**config.mk**
```make
export PLATFORM = sky130hd
export DESIGN_NAME = fit_field_value_decoder_flat
export DESIGN_NICKNAME = d
export VERILOG_FILES = /design/src/sv/ffvd_pkg.sv /design/src/sv/ffvd_in_if.sv /design/src/sv/ffvd_out_if.sv /design/src/sv/fit_field_value_decoder.sv /design/src/sv/ffvd_lookup.sv /design/src/sv/ffvd_align.sv /design/src/sv/ffvd_resolve.sv /design/src/flat_wrapper.sv
export SDC_FILE = /design/constraint.sdc
export NUM_CORES = 1
export LEC_CHECK = 0
export ABC_AREA = 1
export BUFFER_PORTS_ARGS = -buffer_cell sky130_fd_sc_hd__buf_2
export CORE_ASPECT_RATIO = 1.4
export CORE_MARGIN = 3
export CORE_UTILIZATION = 40
export CTS_CLUSTER_SIZE = 30
export DETAILED_ROUTE_END_ITERATION = 10
export GPL_TIMING_DRIVEN = 0
export PLACE_DENSITY = 0.59
export RECOVER_POWER = 100
export SLEW_MARGIN = 40
export SYNTH_ARGS = -nofsm -noshare
export SYNTH_HDL_FRONTEND = slang
export SYNTH_SLANG_ARGS = --single-unit
```
**constraint.sdc**
```tcl
create_clock -name clk -period 6.5 [get_ports clk]
set_input_delay 0.325 -clock clk [delete_from_list [all_inputs] [get_ports clk]]
set_output_delay 0.325 -clock clk [all_outputs]
set_load 0.01 [all_outputs]
```
**src/sv/ffvd_pkg.sv**
```systemverilog
// Package for the FIT field value decoder: status and kind codes, stage words,
// the base type table and byte mask helpers. No dependencies.
package ffvd_pkg;

  typedef enum logic [2:0] {
    ST_INT     = 3'd0,
    ST_FLOAT   = 3'd1,
    ST_STRING  = 3'd2,
    ST_ARRAY   = 3'd3,
    ST_INVALID = 3'd4,
    ST_UNKNOWN = 3'd5
  } status_t;

  typedef enum logic [2:0] {
    KIND_UNSIGNED = 3'd0,
    KIND_SIGNED   = 3'd1,
    KIND_FLOAT    = 3'd2,
    KIND_STRING   = 3'd3,
    KIND_ARRAY    = 3'd4
  } kind_t;

  localparam int unsigned WordBytes = 8;

  typedef struct packed {
    logic        known;
    logic [3:0]  len;
    kind_t       kind;
    logic [63:0] invalid;
  } type_info_t;

  typedef struct packed {
    logic [7:0]  field_id;
    logic        swap_en;
    logic [3:0]  n;
    type_info_t  info;
    logic [63:0] bytes;
  } s1_t;

  typedef struct packed {
    logic [7:0]  field_id;
    type_info_t  info;
    logic [63:0] v;
  } s2_t;

  typedef struct packed {
    status_t     status;
    logic [7:0]  field_id;
    logic [63:0] value;
  } s3_t;

  function automatic type_info_t type_lookup(input logic [7:0] code);
    type_info_t t;
    t = '{known: 1'b1, len: 4'd0, kind: KIND_UNSIGNED, invalid: 64'h0};
    case (code)
      8'h00: begin t.len = 4'd1; t.kind = KIND_UNSIGNED; t.invalid = 64'hFF; end
      8'h01: begin t.len = 4'd1; t.kind = KIND_SIGNED;   t.invalid = 64'h7F; end
      8'h02: begin t.len = 4'd1; t.kind = KIND_UNSIGNED; t.invalid = 64'hFF; end
      8'h83: begin t.len = 4'd2; t.kind = KIND_SIGNED;   t.invalid = 64'h7FFF; end
      8'h84: begin t.len = 4'd2; t.kind = KIND_UNSIGNED; t.invalid = 64'hFFFF; end
      8'h85: begin t.len = 4'd4; t.kind = KIND_SIGNED;   t.invalid = 64'h7FFF_FFFF; end
      8'h86: begin t.len = 4'd4; t.kind = KIND_UNSIGNED; t.invalid = 64'hFFFF_FFFF; end
      8'h07: begin t.len = 4'd0; t.kind = KIND_STRING;   t.invalid = 64'h0; end
      8'h88: begin t.len = 4'd4; t.kind = KIND_FLOAT;    t.invalid = 64'hFFFF_FFFF; end
      8'h89: begin t.len = 4'd8; t.kind = KIND_FLOAT;    t.invalid = '1; end
      8'h0A: begin t.len = 4'd1; t.kind = KIND_UNSIGNED; t.invalid = 64'h0; end
      8'h8B: begin t.len = 4'd2; t.kind = KIND_UNSIGNED; t.invalid = 64'h0; end
      8'h8C: begin t.len = 4'd4; t.kind = KIND_UNSIGNED; t.invalid = 64'h0; end
      8'h0D: begin t.len = 4'd0; t.kind = KIND_ARRAY;    t.invalid = 64'h0; end
      8'h8E: begin t.len = 4'd8; t.kind = KIND_SIGNED;   t.invalid = 64'h7FFF_FFFF_FFFF_FFFF; end
      8'h8F: begin t.len = 4'd8; t.kind = KIND_UNSIGNED; t.invalid = '1; end
      8'h90: begin t.len = 4'd8; t.kind = KIND_UNSIGNED; t.invalid = 64'h0; end
      default: begin t.known = 1'b0; end
    endcase
    return t;
  endfunction

  function automatic logic [63:0] byte_mask(input logic [3:0] len);
    logic [63:0] m;
    m = '0;
    for (int j = 0; j < WordBytes; j++) begin
      if (4'(j) < len) begin
        m[8*j +: 8] = 8'hFF;
      end
    end
    return m;
  endfunction

endpackage

```
**src/sv/ffvd_in_if.sv**
```systemverilog
// Input channel of the FIT field value decoder: one field word per handshake.
// Depends on nothing.
interface ffvd_in_if;
  logic        valid;
  logic        ready;
  logic [7:0]  base_type;
  logic [7:0]  field_size;
  logic        swap_bytes;
  logic [7:0]  field_number;
  logic [63:0] raw_bytes;

  modport source (output valid, base_type, field_size, swap_bytes, field_number, raw_bytes,
                  input ready);
  modport sink (input valid, base_type, field_size, swap_bytes, field_number, raw_bytes,
                output ready);
endinterface

```
**src/sv/ffvd_out_if.sv**
```systemverilog
// Result channel of the FIT field value decoder: one decoded word per handshake.
// Depends on nothing.
interface ffvd_out_if;
  logic        valid;
  logic        ready;
  logic [2:0]  status;
  logic [7:0]  field_id;
  logic [63:0] value;

  modport source (output valid, status, field_id, value, input ready);
  modport sink (input valid, status, field_id, value, output ready);
endinterface

```
**src/sv/fit_field_value_decoder.sv**
```systemverilog
// FIT field value decoder, top level: three register stages (table lookup,
// byte alignment, invalid check and extension). Depends on ffvd_pkg,
// ffvd_in_if, ffvd_out_if, ffvd_lookup, ffvd_align and ffvd_resolve.
//
// Takes one field word per clock while the result side does not stall, and
// returns its decoded word through the three stage registers, each of which
// advances when it is empty or the stage after it takes its word, so a stall
// on the result side backs up stage by stage without losing or repeating a
// word. Bytes at or above MAX_FIELD_BYTES read as zero.
module fit_field_value_decoder #(
  parameter int unsigned MAX_FIELD_BYTES = 8
) (
  input  logic       clk,
  input  logic       rst_n,
  ffvd_in_if.sink    in_word,
  ffvd_out_if.source out_word
);
  import ffvd_pkg::*;

  logic s1_valid;
  logic s1_ready;
  s1_t  s1_data;
  logic s2_valid;
  logic s2_ready;
  s2_t  s2_data;
  s3_t  s3_data;

  ffvd_lookup #(
    .MAX_FIELD_BYTES(MAX_FIELD_BYTES)
  ) u_lookup (
    .clk          (clk),
    .rst_n        (rst_n),
    .valid_i      (in_word.valid),
    .ready_o      (in_word.ready),
    .base_type    (in_word.base_type),
    .field_size   (in_word.field_size),
    .swap_bytes   (in_word.swap_bytes),
    .field_number (in_word.field_number),
    .raw_bytes    (in_word.raw_bytes),
    .valid_o      (s1_valid),
    .ready_i      (s1_ready),
    .data_o       (s1_data)
  );

  ffvd_align u_align (
    .clk     (clk),
    .rst_n   (rst_n),
    .valid_i (s1_valid),
    .ready_o (s1_ready),
    .data_i  (s1_data),
    .valid_o (s2_valid),
    .ready_i (s2_ready),
    .data_o  (s2_data)
  );

  ffvd_resolve u_resolve (
    .clk     (clk),
    .rst_n   (rst_n),
    .valid_i (s2_valid),
    .ready_o (s2_ready),
    .data_i  (s2_data),
    .valid_o (out_word.valid),
    .ready_i (out_word.ready),
    .data_o  (s3_data)
  );

  assign out_word.status   = s3_data.status;
  assign out_word.field_id = s3_data.field_id;
  assign out_word.value    = s3_data.value;
endmodule

```
**src/sv/ffvd_lookup.sv**
```systemverilog
// Stage 1: base type table lookup and trim of the raw bytes to the carried length.
// Depends on ffvd_pkg.
module ffvd_lookup #(
  parameter int unsigned MAX_FIELD_BYTES = 8
) (
  input  logic           clk,
  input  logic           rst_n,
  input  logic           valid_i,
  output logic           ready_o,
  input  logic [7:0]     base_type,
  input  logic [7:0]     field_size,
  input  logic           swap_bytes,
  input  logic [7:0]     field_number,
  input  logic [63:0]    raw_bytes,
  output logic           valid_o,
  input  logic           ready_i,
  output ffvd_pkg::s1_t  data_o
);
  import ffvd_pkg::*;

  logic  valid_r;
  s1_t   data_r;
  s1_t   data_nxt;

  always_comb begin
    data_nxt.field_id = field_number;
    data_nxt.swap_en  = swap_bytes & base_type[7];
    data_nxt.n        = (field_size < 8'(MAX_FIELD_BYTES)) ? field_size[3:0]
                                                           : 4'(MAX_FIELD_BYTES);
    data_nxt.info     = type_lookup(base_type);
    data_nxt.bytes    = raw_bytes & byte_mask(data_nxt.n);
  end

  assign ready_o = ~valid_r | ready_i;

  always_ff @(posedge clk) begin
    if (!rst_n) begin
      valid_r <= 1'b0;
    end else if (ready_o) begin
      valid_r <= valid_i;
    end
  end

  always_ff @(posedge clk) begin
    if (ready_o && valid_i) begin
      data_r <= data_nxt;
    end
  end

  assign valid_o = valid_r;
  assign data_o  = data_r;
endmodule

```
**src/sv/ffvd_align.sv**
```systemverilog
// Stage 2: reverse the carried bytes when swap applies, keep the type's length.
// Depends on ffvd_pkg.
module ffvd_align (
  input  logic           clk,
  input  logic           rst_n,
  input  logic           valid_i,
  output logic           ready_o,
  input  ffvd_pkg::s1_t  data_i,
  output logic           valid_o,
  input  logic           ready_i,
  output ffvd_pkg::s2_t  data_o
);
  import ffvd_pkg::*;

  logic        valid_r;
  s2_t         data_r;
  s2_t         data_nxt;
  logic [63:0] rev;
  logic [63:0] sel;

  always_comb begin
    rev = '0;
    for (int k = 0; k < WordBytes; k++) begin
      logic [3:0] src;
      src = data_i.n - 4'(k) - 4'd1;
      if (4'(k) < data_i.n) begin
        rev[8*k +: 8] = data_i.bytes[8*src[2:0] +: 8];
      end
    end
    sel = data_i.swap_en ? rev : data_i.bytes;
    data_nxt.field_id = data_i.field_id;
    data_nxt.info     = data_i.info;
    data_nxt.v        = sel & byte_mask(data_i.info.len);
  end

  assign ready_o = ~valid_r | ready_i;

  always_ff @(posedge clk) begin
    if (!rst_n) begin
      valid_r <= 1'b0;
    end else if (ready_o) begin
      valid_r <= valid_i;
    end
  end

  always_ff @(posedge clk) begin
    if (ready_o && valid_i) begin
      data_r <= data_nxt;
    end
  end

  assign valid_o = valid_r;
  assign data_o  = data_r;
endmodule

```
**src/sv/ffvd_resolve.sv**
```systemverilog
// Stage 3: invalid pattern check, sign extension and status; holds the output word.
// Depends on ffvd_pkg.
module ffvd_resolve (
  input  logic           clk,
  input  logic           rst_n,
  input  logic           valid_i,
  output logic           ready_o,
  input  ffvd_pkg::s2_t  data_i,
  output logic           valid_o,
  input  logic           ready_i,
  output ffvd_pkg::s3_t  data_o
);
  import ffvd_pkg::*;

  logic  valid_r;
  s3_t   data_r;
  s3_t   data_nxt;
  logic  sign;

  always_comb begin
    case (data_i.info.len)
      4'd1:    sign = data_i.v[7];
      4'd2:    sign = data_i.v[15];
      4'd4:    sign = data_i.v[31];
      default: sign = 1'b0;
    endcase
    data_nxt.field_id = data_i.field_id;
    data_nxt.status   = ST_UNKNOWN;
    data_nxt.value    = '0;
    if (data_i.info.known) begin
      case (data_i.info.kind)
        KIND_STRING: data_nxt.status = ST_STRING;
        KIND_ARRAY:  data_nxt.status = ST_ARRAY;
        KIND_FLOAT: begin
          if (data_i.v == data_i.info.invalid) begin
            data_nxt.status = ST_INVALID;
          end else begin
            data_nxt.status = ST_FLOAT;
            data_nxt.value  = data_i.v;
          end
        end
        KIND_SIGNED, KIND_UNSIGNED: begin
          if (data_i.v == data_i.info.invalid) begin
            data_nxt.status = ST_INVALID;
          end else begin
            data_nxt.status = ST_INT;
            data_nxt.value  = data_i.v;
            if (data_i.info.kind == KIND_SIGNED && sign) begin
              data_nxt.value = data_i.v | ~byte_mask(data_i.info.len);
            end
          end
        end
        default: data_nxt.status = ST_UNKNOWN;
      endcase
    end
  end

  assign ready_o = ~valid_r | ready_i;

  always_ff @(posedge clk) begin
    if (!rst_n) begin
      valid_r <= 1'b0;
    end else if (ready_o) begin
      valid_r <= valid_i;
    end
  end

  always_ff @(posedge clk) begin
    if (ready_o && valid_i) begin
      data_r <= data_nxt;
    end
  end

  assign valid_o = valid_r;
  assign data_o  = data_r;
endmodule
```
**src/flat_wrapper.sv**
```systemverilog
// flat-port wrapper written by rule: the top's interface ports become plain ports
module fit_field_value_decoder_flat import ffvd_pkg::*;
#(
  parameter int unsigned MAX_FIELD_BYTES = 8
)
  (clk, rst_n, in_word_valid, in_word_base_type, in_word_field_size, in_word_swap_bytes, in_word_field_number, in_word_raw_bytes, in_word_ready, out_word_valid, out_word_status, out_word_field_id, out_word_value, out_word_ready);
  ffvd_in_if in_word_i ();
  ffvd_out_if out_word_i ();
  input  logic clk;
  input  logic rst_n;
  input wire logic [$bits(in_word_i.valid)-1:0] in_word_valid;
  input wire logic [$bits(in_word_i.base_type)-1:0] in_word_base_type;
  input wire logic [$bits(in_word_i.field_size)-1:0] in_word_field_size;
  input wire logic [$bits(in_word_i.swap_bytes)-1:0] in_word_swap_bytes;
  input wire logic [$bits(in_word_i.field_number)-1:0] in_word_field_number;
  input wire logic [$bits(in_word_i.raw_bytes)-1:0] in_word_raw_bytes;
  output wire logic [$bits(in_word_i.ready)-1:0] in_word_ready;
  output wire logic [$bits(out_word_i.valid)-1:0] out_word_valid;
  output wire logic [$bits(out_word_i.status)-1:0] out_word_status;
  output wire logic [$bits(out_word_i.field_id)-1:0] out_word_field_id;
  output wire logic [$bits(out_word_i.value)-1:0] out_word_value;
  input wire logic [$bits(out_word_i.ready)-1:0] out_word_ready;
  assign in_word_i.valid = in_word_valid;
  assign in_word_i.base_type = in_word_base_type;
  assign in_word_i.field_size = in_word_field_size;
  assign in_word_i.swap_bytes = in_word_swap_bytes;
  assign in_word_i.field_number = in_word_field_number;
  assign in_word_i.raw_bytes = in_word_raw_bytes;
  assign in_word_ready = in_word_i.ready;
  assign out_word_valid = out_word_i.valid;
  assign out_word_status = out_word_i.status;
  assign out_word_field_id = out_word_i.field_id;
  assign out_word_value = out_word_i.value;
  assign out_word_i.ready = out_word_ready;
  fit_field_value_decoder #(.MAX_FIELD_BYTES(MAX_FIELD_BYTES)) u_core (.clk(clk), .rst_n(rst_n), .in_word(in_word_i), .out_word(out_word_i));
endmodule
```
==> run_results.csv <==
group,metric,value,unit
yosys,yosysWarnings,0,
route,drcViolationCount,0,
route,detail_route.wl_per_cell,19.8,um
finish,syn_to_final_growth,14.5,%
yosys,synth_edf_count,256,
yosys,synth_area,14000,um2
timing,slew_viol_final,130,
global_routing,grt_pass1_wl,69200,um
setup_path,path_common_cell,"nand2_1",
setup_path,critPathKind,"flop to flop",
setup_path,cp-start-kind,"flop",
finish,drive_gt1_frac,0.0800,
setup_path,max_stage_delay,2390,ps
setup_path,crit_family,"buffers and inverters",
placed_design,gp_congestion,1.07,
cts,clk_pin_slew_worst_paths,60,ps
timing,period_share,0.685,
yosys,synth-seq-cells,259,
timing,finalHoldViolCount,0,
global_routing,antenna_found_initial,0,
setup_path,endpoint_kind,"flop",
die,die_w,164,um
yosys,syn-instance-count,1660,
global_routing,grt_pass1_vias,11600,
setup_path,path_cells,"nand2_1, nor2_1, nand2_1, nand2_1, clkinvlp_2, clkbuf_1",
finish,nFillCells,3545,
yosys,syn_nets,1757,
global_routing,grt_max_degree,65,
route,drtIter0Drc,890,
power_and_ir_drop,ir_drop,0.177,mV
die,io-pin-count,170,
hold_path,holdCritPathClass,"input port to flop",
finish,ff_latch_area,7750,um2
timing,fin_crit,4460,ps
cts,root_buffer,"clkbuf_16",
finish,antennaDiodeCount,0,
die,dieArea,37200,um2
outcome,status,"finished with violations",
placed_design,placed_area,15500,um2
power_and_ir_drop,powerDensity,233,nW/um2
die,start_util,0.408,
route,final_antenna_net_count,0,
job,maxCapViolCount,2,
route,first_pass_iters,5,
cts,h-tree-depth,1,
route,via_per_inst,5.03,
cts,ctsResizeCount,0,
timing,max_freq,224,MHz
cts,tritoncts,"yes",
yosys,synth_seq_area_share,0.555,
timing,finalSetupViolCount,0,
timing,tightest_slew,3320,ps
timing,finClkSkew,11.8,ps
setup_path,path_buf_inv,2,
yosys,synth-async-reset-ratio,0,
global_routing,grt_remaining_overflow,0,
cts,numCtsBuffers,25,
finish,nNetsFinal,1967,
placed_design,hpwl,37800,um
cts,clock-sinks,259,
finish,multiInputGateArea,4940,um2
setup_path,critPathArrivalTime,4530,ps
yosys,synth_cell_types,43,
die,std_cell_rows,80,
timing,rsz0062_at_grt,"no",
timing,tns,0,ps
route,vias,11800,
yosys,synth_ff_type,"edfxtp_1",
outcome,violations,"max-capacitance violations, max-slew violations",
die,die_h,227,um
cts,clock_latency,540,ps
global_routing,grt.total_usage,0.251,
setup_path,critPathRequiredTime,6570,ps
setup_path,critPathMaxFanout,64,
yosys,syn_avg_cell_area,8.41,um2
finish,final_area,16000,um2
setup_path,slowest_stage,"clkbuf_1",
die,core-area,34200,um2
power_and_ir_drop,p_leak,0.00709,uW
route,wl,46400,um
cts,clk_path_buf_depth,3,
placed_design,port_buffers,169,
timing,slew_headroom,-1.21,
-- cells in the final DEF (no fill, tap or decap), types with 3 or more instances in the layout --
master,netlist,layout
nand2_1,523,524
edfxtp_1,256,256
inv_1,225,225
nor2_1,199,201
o21ai_0,143,140
clkbuf_1,33,135
buf_2,19,101
a21oi_1,77,78
nand3_1,57,58
o211ai_1,24,31
clkbuf_16,0,25
nor3_1,13,13
mux2i_1,11,11
clkinv_1,3,10
nand4_1,9,9
o221ai_1,9,9
dlygate4sd3_1,0,8
o21ai_1,1,5
nand3b_1,4,4
ha_1,4,4
buf_4,6,3
inv_6,0,3
clkinv_2,0,3
dfxtp_1,3,3
-- synth_stat cells, types with 2 or more instances --
cell      number  area [um2]
xnor2_1        2        17.5
nand4_1        9        56.3
nor2_2         3        18.8
o211ai_1      24         180
o221ai_1       9        78.8
clkbuf_1      33         124
o31ai_1        2        15.0
edfxtp_1     256        7690
nand3b_1       4        30.0
nand3_1       57         285
a21oi_1       77         385
buf_1          4        15.0
nand2_1      523        1960
inv_2          2        7.51
a21oi_2        2        17.5
o21ai_0      143         716
mux2i_1       11         110
xor2_4         2        55.1
nor2_1       199         747
or2_2          2        12.5
inv_1        225         845
clkinv_1       3        11.3
dfxtp_1        3        60.1
buf_2         19        95.1
o211ai_2       8         100
ha_1           4        50.1
buf_4          6        45.0
nor3_1        13        65.1
-- layout make-up --
cell class                 count  share of cell area
clock inverter                16             0.00587
timing repair buffer         183              0.0532
tap                          451              0.0353
buffer                        63              0.0168
clock buffer                  28              0.0399
sequential                   259               0.485
inverter                     231              0.0546
multi-input combinational   1107               0.309
-- worst paths after layout --
check             slack [ps]  depth (start not counted)                                   end                             startpoint
hold reg to reg          420                          0   u_core.u_align.data_o[70]$_DFFE_PP_   u_core.u_lookup.data_o[70]$_DFFE_PP_
setup / recovery        2040                          6  u_core.u_lookup.data_o[17]$_DFFE_PP_  u_core.u_resolve.valid_o$_SDFFE_PN0P_
setup reg to reg        2040                          6  u_core.u_lookup.data_o[17]$_DFFE_PP_  u_core.u_resolve.valid_o$_SDFFE_PN0P_
hold / removal            40                          3   u_core.u_lookup.data_o[0]$_DFFE_PP_                   in_word_raw_bytes[0]
-- per-layer routing --
layer  track usage  share of wire
met1         0.289           0.38
met2         0.450           0.50
met3        0.0271          0.048
met4         0.147          0.070
met5             0              0
-- logic make-up after synthesis --
kind of cell,share of synthesized area
AO/OA/AOI/OAI,0.112
XOR/XNOR,0.00717
adder cells (fa/ha/maj),0.00359
buffers and inverters,0.0831
flip-flops,0.555
multiplexers,0.00789
AND/OR/NAND/NOR,0.232
-- power by group --
| part | leakage (uW) | switching (uW) | internal (uW) |
|---|---|---|---|
| sequential | 0.00260 | 54.3 | 1920 |
| combinational | 0.00414 | 317 | 130 |
| clock | 0.000354 | 602 | 708 |
| total | 0.00709 | 973 | 2750 |
-- registers in the layout (all words and copies together), names as in the netlist --
signal	cells
u_core.u_resolve.valid_o	1
u_core.u_align.valid_o	1
u_core.u_resolve.data_o	75
u_core.u_lookup.data_o	93
u_core.u_align.data_o	88
u_core.u_lookup.valid_o	1
-- stage by stage --
step	setup WS [ps]	total power (uW)	utilization	hold WS (ps)	cells
floorplan	1960	2250	-	400	1660
global placement	606	2450	0.449	401	2280
detailed placement	3040	2460	0.453	405	2286
CTS	3020	3780	0.477	19.7	2338
global route	1600	3890	0.467	42.4	2338
finish	2040	3730	0.467	44.3	2338
-- worst reg2reg max path, delay by kind of cell, from the launching register on --
kind                   cells  cell delay, ps
DFF                        1             330
buffers and inverters      2            3250
and+or+nand+nor            4             340
-- repair_timing --
action                                 CTS  global route
endpoints found under the hold margin    8             0
setup buffers                            0             0
hold buffers                             8             0
setup endpoints to repair                0             0
Power figures use the tool's default switching activity.
